[src/rtl/idcv_pkg.sv]
`timescale 1ns / 1ps
// ----------------------------------------------------------------------------
// idcv_pkg
// Types, codes and small arithmetic helpers for the identity-number
// check-digit validator.
// ----------------------------------------------------------------------------
package idcv_pkg;

    localparam logic [2:0] ERR_NONE     = 3'd0;
    localparam logic [2:0] ERR_NONDIGIT = 3'd1;
    localparam logic [2:0] ERR_LENGTH   = 3'd2;
    localparam logic [2:0] ERR_PROVINCE = 3'd3;
    localparam logic [2:0] ERR_THIRD    = 3'd4;
    localparam logic [2:0] ERR_CHECK    = 3'd5;
    localparam logic [2:0] ERR_SUFFIX   = 3'd6;

    localparam logic [1:0] KIND_PERSON  = 2'd0;
    localparam logic [1:0] KIND_PUBLIC  = 2'd1;
    localparam logic [1:0] KIND_PRIVATE = 2'd2;

    localparam logic [3:0] LEN_PERSONAL = 4'd10;
    localparam logic [3:0] LEN_TAXPAYER = 4'd13;
    localparam logic [3:0] POS_SAT      = 4'd14;
    localparam logic [6:0] PROV_MAX     = 7'd23;
    localparam logic [3:0] THIRD_MAX    = 4'd5;
    localparam logic [3:0] THIRD_PUBLIC = 4'd6;
    localparam logic [3:0] THIRD_PRIV   = 4'd9;
    localparam logic [3:0] SUFFIX_MAX   = 4'd3;
    localparam logic [7:0] CHAR_ZERO    = 8'h30;
    localparam logic [7:0] CHAR_NINE    = 8'h39;

    // Running state of one number. Weighted sums are kept as residues
    // (mod 10 / mod 11), which is all the final checks need.
    typedef struct packed {
        logic [3:0] position;
        logic       saw_nondigit;
        logic [3:0] dbl_mod10;
        logic [3:0] pub_mod11;
        logic [3:0] priv_mod11;
        logic [6:0] province;
        logic [3:0] third;
        logic [3:0] ninth;
        logic [3:0] tenth;
        logic       suffix_big;
    } acc_t;

    typedef struct packed {
        logic       valid_res;
        logic [2:0] error_code;
        logic [1:0] entity_kind;
    } res_t;

    function automatic logic [2:0] pub_weight(input logic [3:0] p);
        logic [2:0] w;
        unique case (p)
            4'd0:    w = 3'd3;
            4'd1:    w = 3'd2;
            4'd2:    w = 3'd7;
            4'd3:    w = 3'd6;
            4'd4:    w = 3'd5;
            4'd5:    w = 3'd4;
            4'd6:    w = 3'd3;
            4'd7:    w = 3'd2;
            default: w = 3'd0;
        endcase
        return w;
    endfunction

    function automatic logic [2:0] priv_weight(input logic [3:0] p);
        logic [2:0] w;
        unique case (p)
            4'd0:    w = 3'd4;
            4'd1:    w = 3'd3;
            4'd2:    w = 3'd2;
            4'd3:    w = 3'd7;
            4'd4:    w = 3'd6;
            4'd5:    w = 3'd5;
            4'd6:    w = 3'd4;
            4'd7:    w = 3'd3;
            4'd8:    w = 3'd2;
            default: w = 3'd0;
        endcase
        return w;
    endfunction

    // Reduce a value below 88 modulo 11 by three compare-and-subtract steps.
    function automatic logic [3:0] fold_mod11(input logic [6:0] v);
        logic [6:0] t;
        t = v;
        if (t >= 7'd44) t = t - 7'd44;
        if (t >= 7'd22) t = t - 7'd22;
        if (t >= 7'd11) t = t - 7'd11;
        return t[3:0];
    endfunction

    // Mod-11 check: remainder 0 expects 0, otherwise 11 - remainder.
    function automatic logic mod11_ok(input logic [3:0] r, input logic [3:0] d);
        logic [4:0] s;
        s = {1'b0, r} + {1'b0, d};
        return ((r == 4'd0) && (d == 4'd0)) || (s == 5'd11);
    endfunction

    function automatic logic mod10_ok(input logic [3:0] r, input logic [3:0] d);
        logic [4:0] s;
        s = {1'b0, r} + {1'b0, d};
        return ((r == 4'd0) && (d == 4'd0)) || (s == 5'd10);
    endfunction

endpackage

[src/rtl/id_number_check_digit_validator_core.sv]
`timescale 1ns / 1ps
// ----------------------------------------------------------------------------
// id_number_check_digit_validator_core
// Validates identity numbers streamed one character per transfer and
// returns one verdict per number on the closing character.
// ----------------------------------------------------------------------------
//  Channel   Dir  Payload                               Handshake
//  s_*       in   tdata[7:0] character, tlast last_char  tvalid/tready
//  m_*       out  tdata[0] valid_res, [3:1] error_code,  tvalid/tready
//                 tuser[1:0] entity_kind
//  cfg_*     in   cfg_wdata taxpayer_mode                 cfg_we, no wait
//
//  One character per cycle sustained while no closing character waits for the
//  result slot; a verdict is judged out of the input register, then held in the
//  result register and offered from there.
//  rst_n clears the running state, the mode register and both valid flags.
//  A stalled result holds the closing character in the input register;
//  characters that close no number keep flowing while a result waits.
// ----------------------------------------------------------------------------
module id_number_check_digit_validator_core
    import idcv_pkg::*;
(
    input  logic       clk,
    input  logic       rst_n,
    input  logic       cfg_we,
    input  logic       cfg_wdata,    // taxpayer_mode
    input  logic       s_tvalid,
    output logic       s_tready,
    input  logic [7:0] s_tdata,      // [7:0] character
    input  logic       s_tlast,      // last_char
    output logic       m_tvalid,
    input  logic       m_tready,
    output logic [7:0] m_tdata,      // [0] valid_res, [3:1] error_code, [7:4] zero
    output logic [1:0] m_tuser       // [1:0] entity_kind
);

    logic       mode_reg;
    logic       in_valid_reg;
    logic [7:0] in_char_reg;
    logic       in_last_reg;
    acc_t       acc_reg;
    acc_t       acc_next;
    acc_t       acc_upd;
    logic       out_valid_reg;
    logic       out_valid_next;
    res_t       out_res_reg;
    res_t       verdict;
    logic       out_free;
    logic       consume;
    logic       accept;

    // Fold the held character into the running state.
    idcv_digit_acc u_acc (
        .acc       (acc_reg),
        .character (in_char_reg),
        .acc_upd   (acc_upd)
    );

    // Judge on the state that already includes the closing character.
    idcv_judge u_judge (
        .acc           (acc_upd),
        .taxpayer_mode (mode_reg),
        .res           (verdict)
    );

    // A closing character may only advance when the result slot frees up.
    assign out_free = !out_valid_reg || m_tready;
    assign consume  = in_valid_reg && (!in_last_reg || out_free);
    assign s_tready = !in_valid_reg || consume;
    assign accept   = s_tvalid && s_tready;

    always_comb
    begin
        acc_next       = acc_reg;
        out_valid_next = out_valid_reg && !m_tready;
        if (consume)
        begin
            // Drop the state after a verdict so the next number starts clean.
            acc_next = in_last_reg ? '0 : acc_upd;
            if (in_last_reg)
            begin
                out_valid_next = 1'b1;
            end
        end
    end

    always_ff @(posedge clk or negedge rst_n)
    begin
        if (!rst_n)
        begin
            mode_reg      <= 1'b0;
            in_valid_reg  <= 1'b0;
            out_valid_reg <= 1'b0;
            acc_reg       <= '0;
        end
        else
        begin
            if (cfg_we)
            begin
                mode_reg <= cfg_wdata;
            end
            if (s_tready)
            begin
                in_valid_reg <= s_tvalid;
            end
            out_valid_reg <= out_valid_next;
            acc_reg       <= acc_next;
        end
    end

    // Payload registers: hold unless a transfer or a verdict loads them.
    always_ff @(posedge clk)
    begin
        if (accept)
        begin
            in_char_reg <= s_tdata;
            in_last_reg <= s_tlast;
        end
        if (consume && in_last_reg)
        begin
            out_res_reg <= verdict;
        end
    end

    assign m_tvalid = out_valid_reg;
    assign m_tdata  = {4'b0000, out_res_reg.error_code, out_res_reg.valid_res};
    assign m_tuser  = out_res_reg.entity_kind;

endmodule

[src/rtl/idcv_digit_acc.sv]
`timescale 1ns / 1ps
// ----------------------------------------------------------------------------
// idcv_digit_acc
// Folds one character into the running state of the current number.
// ----------------------------------------------------------------------------
module idcv_digit_acc
    import idcv_pkg::*;
(
    input  acc_t       acc,
    input  logic [7:0] character,
    output acc_t       acc_upd
);

    logic       is_digit;
    logic [7:0] diff;
    logic [3:0] d;
    logic [3:0] p;
    logic [4:0] twice;
    logic [3:0] dbl_term;
    logic [4:0] dbl_sum;
    logic [6:0] pub_prod;
    logic [6:0] priv_prod;
    logic [6:0] prov_tens;

    assign is_digit  = (character >= CHAR_ZERO) && (character <= CHAR_NINE);
    assign diff      = character - CHAR_ZERO;
    assign d         = is_digit ? diff[3:0] : 4'd0;
    assign p         = acc.position;
    assign twice     = {d, 1'b0};
    assign pub_prod  = 7'(d) * 7'(pub_weight(p));
    assign priv_prod = 7'(d) * 7'(priv_weight(p));
    assign prov_tens = {d, 3'b000} + {2'b00, d, 1'b0};

    always_comb
    begin
        // Double on even positions, folding two-digit results.
        if (p[0] == 1'b0)
        begin
            dbl_term = (twice >= 5'd10) ? 4'(twice - 5'd9) : twice[3:0];
        end
        else
        begin
            dbl_term = d;
        end
        dbl_sum = {1'b0, acc.dbl_mod10} + {1'b0, dbl_term};

        acc_upd = acc;
        if (!is_digit)
        begin
            acc_upd.saw_nondigit = 1'b1;
        end
        if (p < POS_SAT)
        begin
            acc_upd.position = p + 4'd1;
            if (p == 4'd0) acc_upd.province = prov_tens;
            if (p == 4'd1) acc_upd.province = acc.province + {3'b000, d};
            if (p == 4'd2) acc_upd.third = d;
            if (p == 4'd8) acc_upd.ninth = d;
            if (p == 4'd9) acc_upd.tenth = d;
            if (p <= 4'd8)
            begin
                acc_upd.dbl_mod10  = (dbl_sum >= 5'd10) ? 4'(dbl_sum - 5'd10)
                                                         : dbl_sum[3:0];
                acc_upd.priv_mod11 = fold_mod11({3'b000, acc.priv_mod11} + priv_prod);
            end
            if (p <= 4'd7)
            begin
                acc_upd.pub_mod11 = fold_mod11({3'b000, acc.pub_mod11} + pub_prod);
            end
            // Suffix above three: any non-zero leading digit or a last digit above three.
            if (((p == 4'd10) || (p == 4'd11)) && (d != 4'd0))
            begin
                acc_upd.suffix_big = 1'b1;
            end
            if ((p == 4'd12) && (d > SUFFIX_MAX))
            begin
                acc_upd.suffix_big = 1'b1;
            end
        end
    end

endmodule

[src/rtl/idcv_judge.sv]
`timescale 1ns / 1ps
// ----------------------------------------------------------------------------
// idcv_judge
// Applies the checks to a finished number and picks the first failing one.
// ----------------------------------------------------------------------------
module idcv_judge
    import idcv_pkg::*;
(
    input  acc_t acc,
    input  logic taxpayer_mode,
    output res_t res
);

    logic [3:0] want_len;
    logic [1:0] kind;
    logic [2:0] err;
    logic       prov_bad;

    assign want_len = taxpayer_mode ? LEN_TAXPAYER : LEN_PERSONAL;
    assign prov_bad = (acc.province == 7'd0) || (acc.province > PROV_MAX);

    always_comb
    begin
        kind = KIND_PERSON;
        if (taxpayer_mode && (acc.third == THIRD_PUBLIC)) kind = KIND_PUBLIC;
        if (taxpayer_mode && (acc.third == THIRD_PRIV))   kind = KIND_PRIVATE;

        priority if (acc.saw_nondigit)
        begin
            err = ERR_NONDIGIT;
        end
        else if (acc.position != want_len)
        begin
            err = ERR_LENGTH;
        end
        else if (prov_bad)
        begin
            err = ERR_PROVINCE;
        end
        else if ((kind == KIND_PUBLIC) && !mod11_ok(acc.pub_mod11, acc.ninth))
        begin
            err = ERR_CHECK;
        end
        else if ((kind == KIND_PRIVATE) && !mod11_ok(acc.priv_mod11, acc.tenth))
        begin
            err = ERR_CHECK;
        end
        else if ((kind == KIND_PERSON) && (acc.third > THIRD_MAX))
        begin
            err = ERR_THIRD;
        end
        else if ((kind == KIND_PERSON) && !mod10_ok(acc.dbl_mod10, acc.tenth))
        begin
            err = ERR_CHECK;
        end
        else if (taxpayer_mode && acc.suffix_big)
        begin
            err = ERR_SUFFIX;
        end
        else
        begin
            err = ERR_NONE;
        end

        res.valid_res   = (err == ERR_NONE);
        res.error_code  = err;
        res.entity_kind = ((err == ERR_NONDIGIT) || (err == ERR_LENGTH)) ? KIND_PERSON : kind;
    end

endmodule

[config.mk]
export PLATFORM = sky130hd
export DESIGN_NAME = id_number_check_digit_validator_core
export DESIGN_NICKNAME = d
export VERILOG_FILES = /design/src/rtl/idcv_pkg.sv /design/src/rtl/id_number_check_digit_validator_core.sv /design/src/rtl/idcv_digit_acc.sv /design/src/rtl/idcv_judge.sv
export SDC_FILE = /design/constraint.sdc
export NUM_CORES = 1
export LEC_CHECK = 0
export ABC_AREA = 1
export BUFFER_PORTS_ARGS = -buffer_cell sky130_fd_sc_hd__buf_4
export CORE_ASPECT_RATIO = 1.75
export CORE_MARGIN = 10
export CORE_UTILIZATION = 28
export CTS_CLUSTER_SIZE = 12
export DETAILED_ROUTE_END_ITERATION = 10
export HOLD_SLACK_MARGIN = 0.05
export PLACE_DENSITY = 0.43
export REMOVE_ABC_BUFFERS = 1
export SLEW_MARGIN = 20
export SYNTH_ARGS = -nofsm -noshare
export SYNTH_HDL_FRONTEND = slang
export SYNTH_SLANG_ARGS = --single-unit
[constraint.sdc]
create_clock -name clk -period 7.3 [get_ports clk]
set_clock_uncertainty 0.1 [all_clocks]
set_input_delay 0.365 -clock clk [delete_from_list [all_inputs] [get_ports clk]]
set_output_delay 0.365 -clock clk [all_outputs]
set_load 0.01 [all_outputs]
# After elaboration in Yosys (flattened, before gate mapping)
# Memories as Yosys holds them, arrays and structs flattened.
# Index checks and enable logic that the tools add are counted.
# Widths: inputs -> output; s select.
dict set report totals {
  regBits 55
  memories 2
  input_bits 15
  out_inout_bits 12
  mem_bits_ro 72
  word_cells 162
}
dict set report classes {
  mul 2
  add_sub_neg 18
  n_mux 46
  n_reduce_logical 43
  n_lt_le_gt_ge 16
  n_eq_ne 17
}
# memory depth word_bits read_ports rd_clocked_by_memory_dff wr line_no
set memory_table {}
lappend memory_table {{(name not given)} 16 3 1 0 0 idcv_pkg.sv:71} ;# unique case (p)
lappend memory_table {{(name not given)} 8 3 1 0 0 idcv_pkg.sv:55} ;# unique case (p)
# op count
set op_table {}
lappend op_table {{$mux 7} 14}
lappend op_table {{$mux 4} 13}
lappend op_table {{$mux 37} 1}
lappend op_table {{$mux 32} 1}
lappend op_table {{$mux 3} 10}
lappend op_table {{$eq 4x4->1 const B} 6}
lappend op_table {{$logic_not 4->1} 6}
lappend op_table {{$add 4x4->5} 4}
lappend op_table {{$logic_and 1x1->1} 17}
lappend op_table {{$sub 4x4->4 const B} 4}
lappend op_table {{$eq 5x4->1 const B} 3}
lappend op_table {{$add 4x7->7} 2}
lappend op_table {{$ge 7x4->1 const B} 2}
lappend op_table {{$ge 7x5->1 const B} 2}
lappend op_table {{$ge 7x6->1 const B} 2}
lappend op_table {{$mul 4x3->7} 2}
lappend op_table {{$sub 7x5->7 const B} 2}
lappend op_table {{$sub 7x6->7 const B} 2}
lappend op_table {{$ge 5x4->1 const B} 2}
lappend op_table {{$logic_or 1x1->1} 9}
lappend op_table {{$ge 8x6->1 const B} 1}
lappend op_table {{$le 8x6->1 const B} 1}
lappend op_table {{$add 7x4->7} 1}
lappend op_table {{$add 7x5->7} 1}
lappend op_table {{other kinds (23)} 34}

# Longest topological paths before layout
dict set report depth {
  word_depth 32
  mapped_depth 54
  ltp_nobuf 53
}

# Hierarchy
# From an unflattened synthesis, not the netlist that was laid out.
dict set report hier_totals {
  cells_unflattened 875
  area_unflattened_um2 5905.7
}
# mod seq_area_each_um2 cells_per_inst area_per_inst_um2 n_inst
set by_module_without_submodules {}
lappend by_module_without_submodules {idcv_digit_acc 0.0 536 3108.0 1}
lappend by_module_without_submodules {id_number_check_digit_validator_core 1451.4 193 2039.5 1}
lappend by_module_without_submodules {idcv_judge 0.0 146 758.2 1}

# Worst setup path before layout
# Ideal clock, no wire load.
dict set report synth_timing {
  path_kind {register to register}
  from {register acc_reg[33] (netlist bit)}
  to {register out_res_reg (netlist bit m_tuser[1]), data pin}
  required_ps 6951
  setup_ps 249
  arrival_time_ps 7242
  path_buffers 1
  path_stages_with_launch 53
  slack_ps -292
  period_less_slack_ps 7592
  cell_sequence {dfrtp_1 > clkinv_1 > ha_1 > inv_1 > nor2_2 > nor2_1 > inv_1 > buf_2 > nand2_1 > nor2_1 > nand2_1 > fa_1 > inv_1 > fa_1 > inv_1 > fa_1 > xnor2_1 > ha_1 > (+17 left out) > nand2_2 > nand2_2 > nand2_1 > nand3_1 > nand2_1 > ha_1 > inv_1 > fa_1 > nand2_1 > nand4_1 > a2111oi_0 > nor2_1 > nand2_2 > nand3_2 > nand2_2 > a21oi_2 > nand2_1 > inv_1}
}
dict set report synth_via {
  elab_chain_len 27
  elab_cells_between_ends 115
  cone_classes {add/sub (14); mul (2); order compare (12); eq/ne (17); mux (39); reduce/logical (29); memory (2)}
}
# element line_no
set synth_rtl {}
lappend synth_rtl {{start: declaration} id_number_check_digit_validator_core.sv:41} ;# acc_t acc_reg;
lappend synth_rtl {{start signal: assignment} id_number_check_digit_validator_core.sv:107} ;# acc_reg <= acc_next;
lappend synth_rtl {{$mem_v2 16x3 or $mem_v2 8x3 (tied branches)} n/a}
lappend synth_rtl {{$mul 4x3->7 or $mux 3 (tied branches)} {idcv_digit_acc.sv:31, idcv_pkg.sv:55}}
lappend synth_rtl {{$add 4x7->7 or $mul 4x3->7 (tied branches)} {idcv_digit_acc.sv:64, idcv_digit_acc.sv:30}}
lappend synth_rtl {{$sub 7x6->7 (tied with other cells)} idcv_pkg.sv:90} ;# if (t >= 7'd44) t = t - 7'd44;
lappend synth_rtl {{$mux 7 (tied with other cells)} idcv_pkg.sv:90}
lappend synth_rtl {{$mux 7, on equally long branches} {idcv_digit_acc.sv:60, idcv_pkg.sv:90}}
lappend synth_rtl {{$mux 7, on equally long branches} {idcv_digit_acc.sv:52, idcv_digit_acc.sv:66}}
lappend synth_rtl {{$sub 7x5->7 (tied with other cells)} idcv_pkg.sv:91} ;# if (t >= 7'd22) t = t - 7'd22;
lappend synth_rtl {{(+11 left out)} n/a}
lappend synth_rtl {{$logic_and 1x1->1 or $logic_not 1->1 (tied branches)} {idcv_judge.sv:44, idcv_judge.sv:40}}
lappend synth_rtl {{$mux 3 or $logic_and 1x1->1 (tied branches)} {idcv_judge.sv:44, idcv_judge.sv:40}}
lappend synth_rtl {{$mux 3} idcv_judge.sv:40} ;# else if ((kind == KIND_PUBLIC) && !mod11_ok(acc.pub_mod11, acc.ninth))
lappend synth_rtl {{$mux 3} idcv_judge.sv:36} ;# else if (prov_bad)
lappend synth_rtl {{$mux 3} idcv_judge.sv:32} ;# else if (acc.position != want_len)
lappend synth_rtl {{$mux 3} idcv_judge.sv:28} ;# priority if (acc.saw_nondigit)
lappend synth_rtl {{$eq 3x1->1 or $eq 3x2->1 (tied branches)} idcv_judge.sv:67} ;# res.entity_kind = ((err == ERR_NONDIGIT) || (err == ERR_LENGTH)) ? KIND_PERSON : kind;
lappend synth_rtl {{$logic_or 1x1->1} idcv_judge.sv:67}
lappend synth_rtl {{end signal: assignment} id_number_check_digit_validator_core.sv:121} ;# out_res_reg <= verdict;
lappend synth_rtl {{end: declaration} id_number_check_digit_validator_core.sv:46} ;# res_t out_res_reg;
# Several ways; a longest one is shown, not always the timed one. The select of a mux whose other input is x is not followed.
# A chain may end at the register's enable or synchronous reset.

# Final worst setup path
dict set report layout_timing {
  from {register acc_reg[34] (netlist bit)}
  to {register out_res_reg (netlist bit m_tuser[0]), data pin}
}
# Same word-level chain as after synthesis.

==> impl_metrics.tcl <==
set metrics [dict create \
    start_util_pct 28.6 \
    ir_drop_uv 181 \
    dr_total_vias 5563 \
    maxSlewViolCount 0 \
    cap_violations 0 \
    fmax_mhz 145 \
    netlist_instances 823 \
    power_mw 1.55 \
    p_comb_share_pct 58.0 \
    synth_top_family_by_area "simple AND/OR/NAND/NOR gates" \
    dp_hpwl_um 14100 \
    arrival_ps 6870 \
    hold_class "input port to flop" \
    p_sw_share_pct 44.1 \
    place_congestion 0.850 \
    cp-start-kind "flop" \
    cp.required_ps 7280 \
    worstPathMaxFanout 4 \
    synth_cell_type_count 52 \
    synth-async-reset-ratio_pct 72.7 \
    clk_root_buffer_cell "clkbuf_16" \
    first_pass_iters 4 \
    reg2reg_from "acc_reg[34]" \
    wire_per_inst_um 14.9 \
    hold_viol 0 \
    clock_latency_ps 310 \
    synthXorXnorAreaFrac_pct 1.48 \
    max_stage_delay_ps 510 \
    worst_slew_margin_rel_pct 23.3 \
    switchingPower_mw 0.683 \
    synth-seq-cells 55 \
    powerDensity_mw_per_mm2 207 \
    antenna_cells 0 \
    drt-total-wl_um 17600 \
    hold_depth 1 \
    nets 1026 \
    p_leak_nw 4.04 \
    crit_type "flop to flop" \
    regToRegEndpoint "m_tuser[0]" \
    grt_pass1_vias 5731 \
    die_w_um 129 \
    track_usage_pct 13.0 \
    viasPerCell 4.70 \
    final_cell_count_no_fill 1183 \
    drt_iter0_markers 225 \
    grt_max_degree 41 \
    yosysSeqAreaShare_pct 24.9 \
    crit_path_top_delay_cell "fa_1" \
    largest_reg_flops 37 \
    grt_remaining_overflow 0 \
    htreeDepth 2 \
    numCtsBuffers 5 \
    synth_compound_area_share_pct 12.5 \
    end_kind "flop" \
    post-route-util_pct 36.6 \
    cts.sinks 55 \
    worst_pin_slew_ps 1150 \
    outcome "completed" \
    crit_end "m_tuser[0]" \
    core_area_mm2 0.0204 \
    synth_mux_area_share_pct 0.172 \
    die_area_mm2 0.0272 \
    io_buffers 22 \
    synth-edff-count 15 \
    ios 27 \
    syn_avg_cell_area_um2 7.08 \
    intPower_mw 0.865 \
    ys.flop_type "dfrtp_1" \
    critPathLaunch "acc_reg[34]" \
    antenna_found_initial 0 \
    die_h_um 211 \
    finalSetupViolCount 0 \
    grt_pass1_wl_um 28300 \
    ys_warn_count 0 \
    cts_tree "built" \
    post-place-cells 1158 \
    area_growth_pct 28.1 \
    ant_nets 0 \
    clk_path_buf_depth 2 \
    finalCriticalPeriod_ps 6900 \
    std_cell_rows 69 \
    r2r_setup_slack_ps 400 \
    drive_above_1_share_pct 28.8 \
    synthAdderAreaFrac_pct 18.6 \
    pwr-share-seq_pct 25.1 \
    clk_pin_slew_ps 80 \
    synth_area_mm2 0.00582 \
    drc_errors 0 \
    cp_common_cell "nand2_2" \
    synth-simple-area-share_pct 30.6 \
    r2r.worst_path.cells 51 \
    post-route-period-util_pct 94.5 \
    clkPwrFrac_pct 16.8 \
]
## cell usage in the layout (no fill, tap or decap), types with 6 or more instances in the layout
master | netlist | layout
a21oi_1 | 21 | 21
buf_4 | 4 | 113
dfrtp_1 | 40 | 40
edfxtp_1 | 15 | 15
fa_1 | 16 | 12
ha_1 | 61 | 48
ha_4 | 0 | 8
inv_1 | 144 | 127
inv_2 | 15 | 31
nand2_1 | 186 | 170
nand2_2 | 22 | 32
nand2_4 | 6 | 12
nand3_1 | 49 | 42
nand3_2 | 9 | 14
nand4_1 | 15 | 15
nor2_1 | 65 | 56
nor2_2 | 5 | 10
nor2_4 | 2 | 6
o21ai_0 | 55 | 53
o21ai_1 | 11 | 10
o22ai_1 | 12 | 12
## layout make-up
class / instances / area (um2)
multi-input combinational: 596 / 4060
inverter: 160 / 606
sequential: 55 / 1450
clock inverter: 3 / 26.3
fill: 2232 / 12900
tap: 248 / 310
clock buffer: 5 / 125
timing repair buffer: 116 / 881
## what timing repair did
| item | 4_1_cts | 5_1_grt |
|---|---|---|
| resized for setup | 9 | 94 |
| pin swaps | 1 | 68 |
| endpoints found under the hold margin | 40 | 0 |
| hold buffers | 1 | 0 |
| buffers inserted | 0 | 17 |
| setup endpoints to repair | 6 | 6 |
| cloned | 0 | 0 |
## cells in the mapped netlist, types with 6 or more instances
cell type    n  share of area [%]
edfxtp_1    15                7.7
a21oi_1     21                1.8
o21ai_1     11               0.95
nand2_4      6                1.2
inv_1      144                9.3
nand3_1     49                4.2
nand4_1     15                1.6
dfrtp_1     40                 17
o21ai_0     55                4.7
o22ai_1     12                1.3
ha_1        61                 13
inv_2       15               0.97
fa_1        16                5.5
a2111oi_0    6               0.90
nand2_2     22                2.4
nand2_1    186                 12
nor2_1      65                4.2
clkbuf_1     9               0.58
nor3_1       7               0.60
nand3_2      9                1.5
## power groups by stage
| stage | registers, mW | logic [mW] | clock network, mW |
|---|---|---|---|
| after floorplan | 0.390 | 0.501 | 0 |
| after global placement | 0.395 | 0.797 | 0 |
| after detailed placement | 0.395 | 0.791 | 0 |
| after CTS | 0.389 | 0.808 | 0.270 |
| after global routing | 0.395 | 1.01 | 0.279 |
| final | 0.389 | 0.898 | 0.260 |
## worst min path at each step
stage,startpoint,endpoint
after floorplan,rst_n,acc_reg[0]
after global placement,rst_n,acc_reg[13]
after detailed placement,rst_n,acc_reg[13]
after CTS,s_tdata[7],in_char_reg[7]
after global routing,s_tlast,in_last_reg
final,s_tdata[5],in_char_reg[5]
## critical path, delay by kind of cell, from the launching register on
family	cells	cell delay, ps
buf+inv	13	940
compound gates	2	350
xor+xnor	1	200
simple gates	27	2280
fa+ha+maj	8	2370
flops	1	410
## per-stage QoR
step	hold WS (ps)	worst slack (ps)	TNS, ps	cell area (um2)
3_3_place_gp	306	-164	-819	6820
2_1_floorplan	-30.6	-275	-1310	5760
6_report	129	405	0	7460
5_1_grt	119	-35.9	-91.9	7460
4_1_cts	120	0.0568	0	7000
3_5_place_dp	308	-261	-1340	6820
## layer usage
metal	GRT usage [%]	routed length (um)	up-vias
met5	0	0	-
met4	5.08	418	0
met3	1.53	358	21
met2	26.6	10400	52
met1	12.6	6490	2608
li1	-	-	2882
## cell families after synthesis
logic type / Yosys count
AO/OA/AOI/OAI: 126
XOR/XNOR: 9
adder cells (fa/ha/maj): 77
buffers and inverters: 175
flip-flops: 55
multiplexers: 1
other: 1
AND/OR/NAND/NOR: 379
Power figures use the tool's default switching activity.
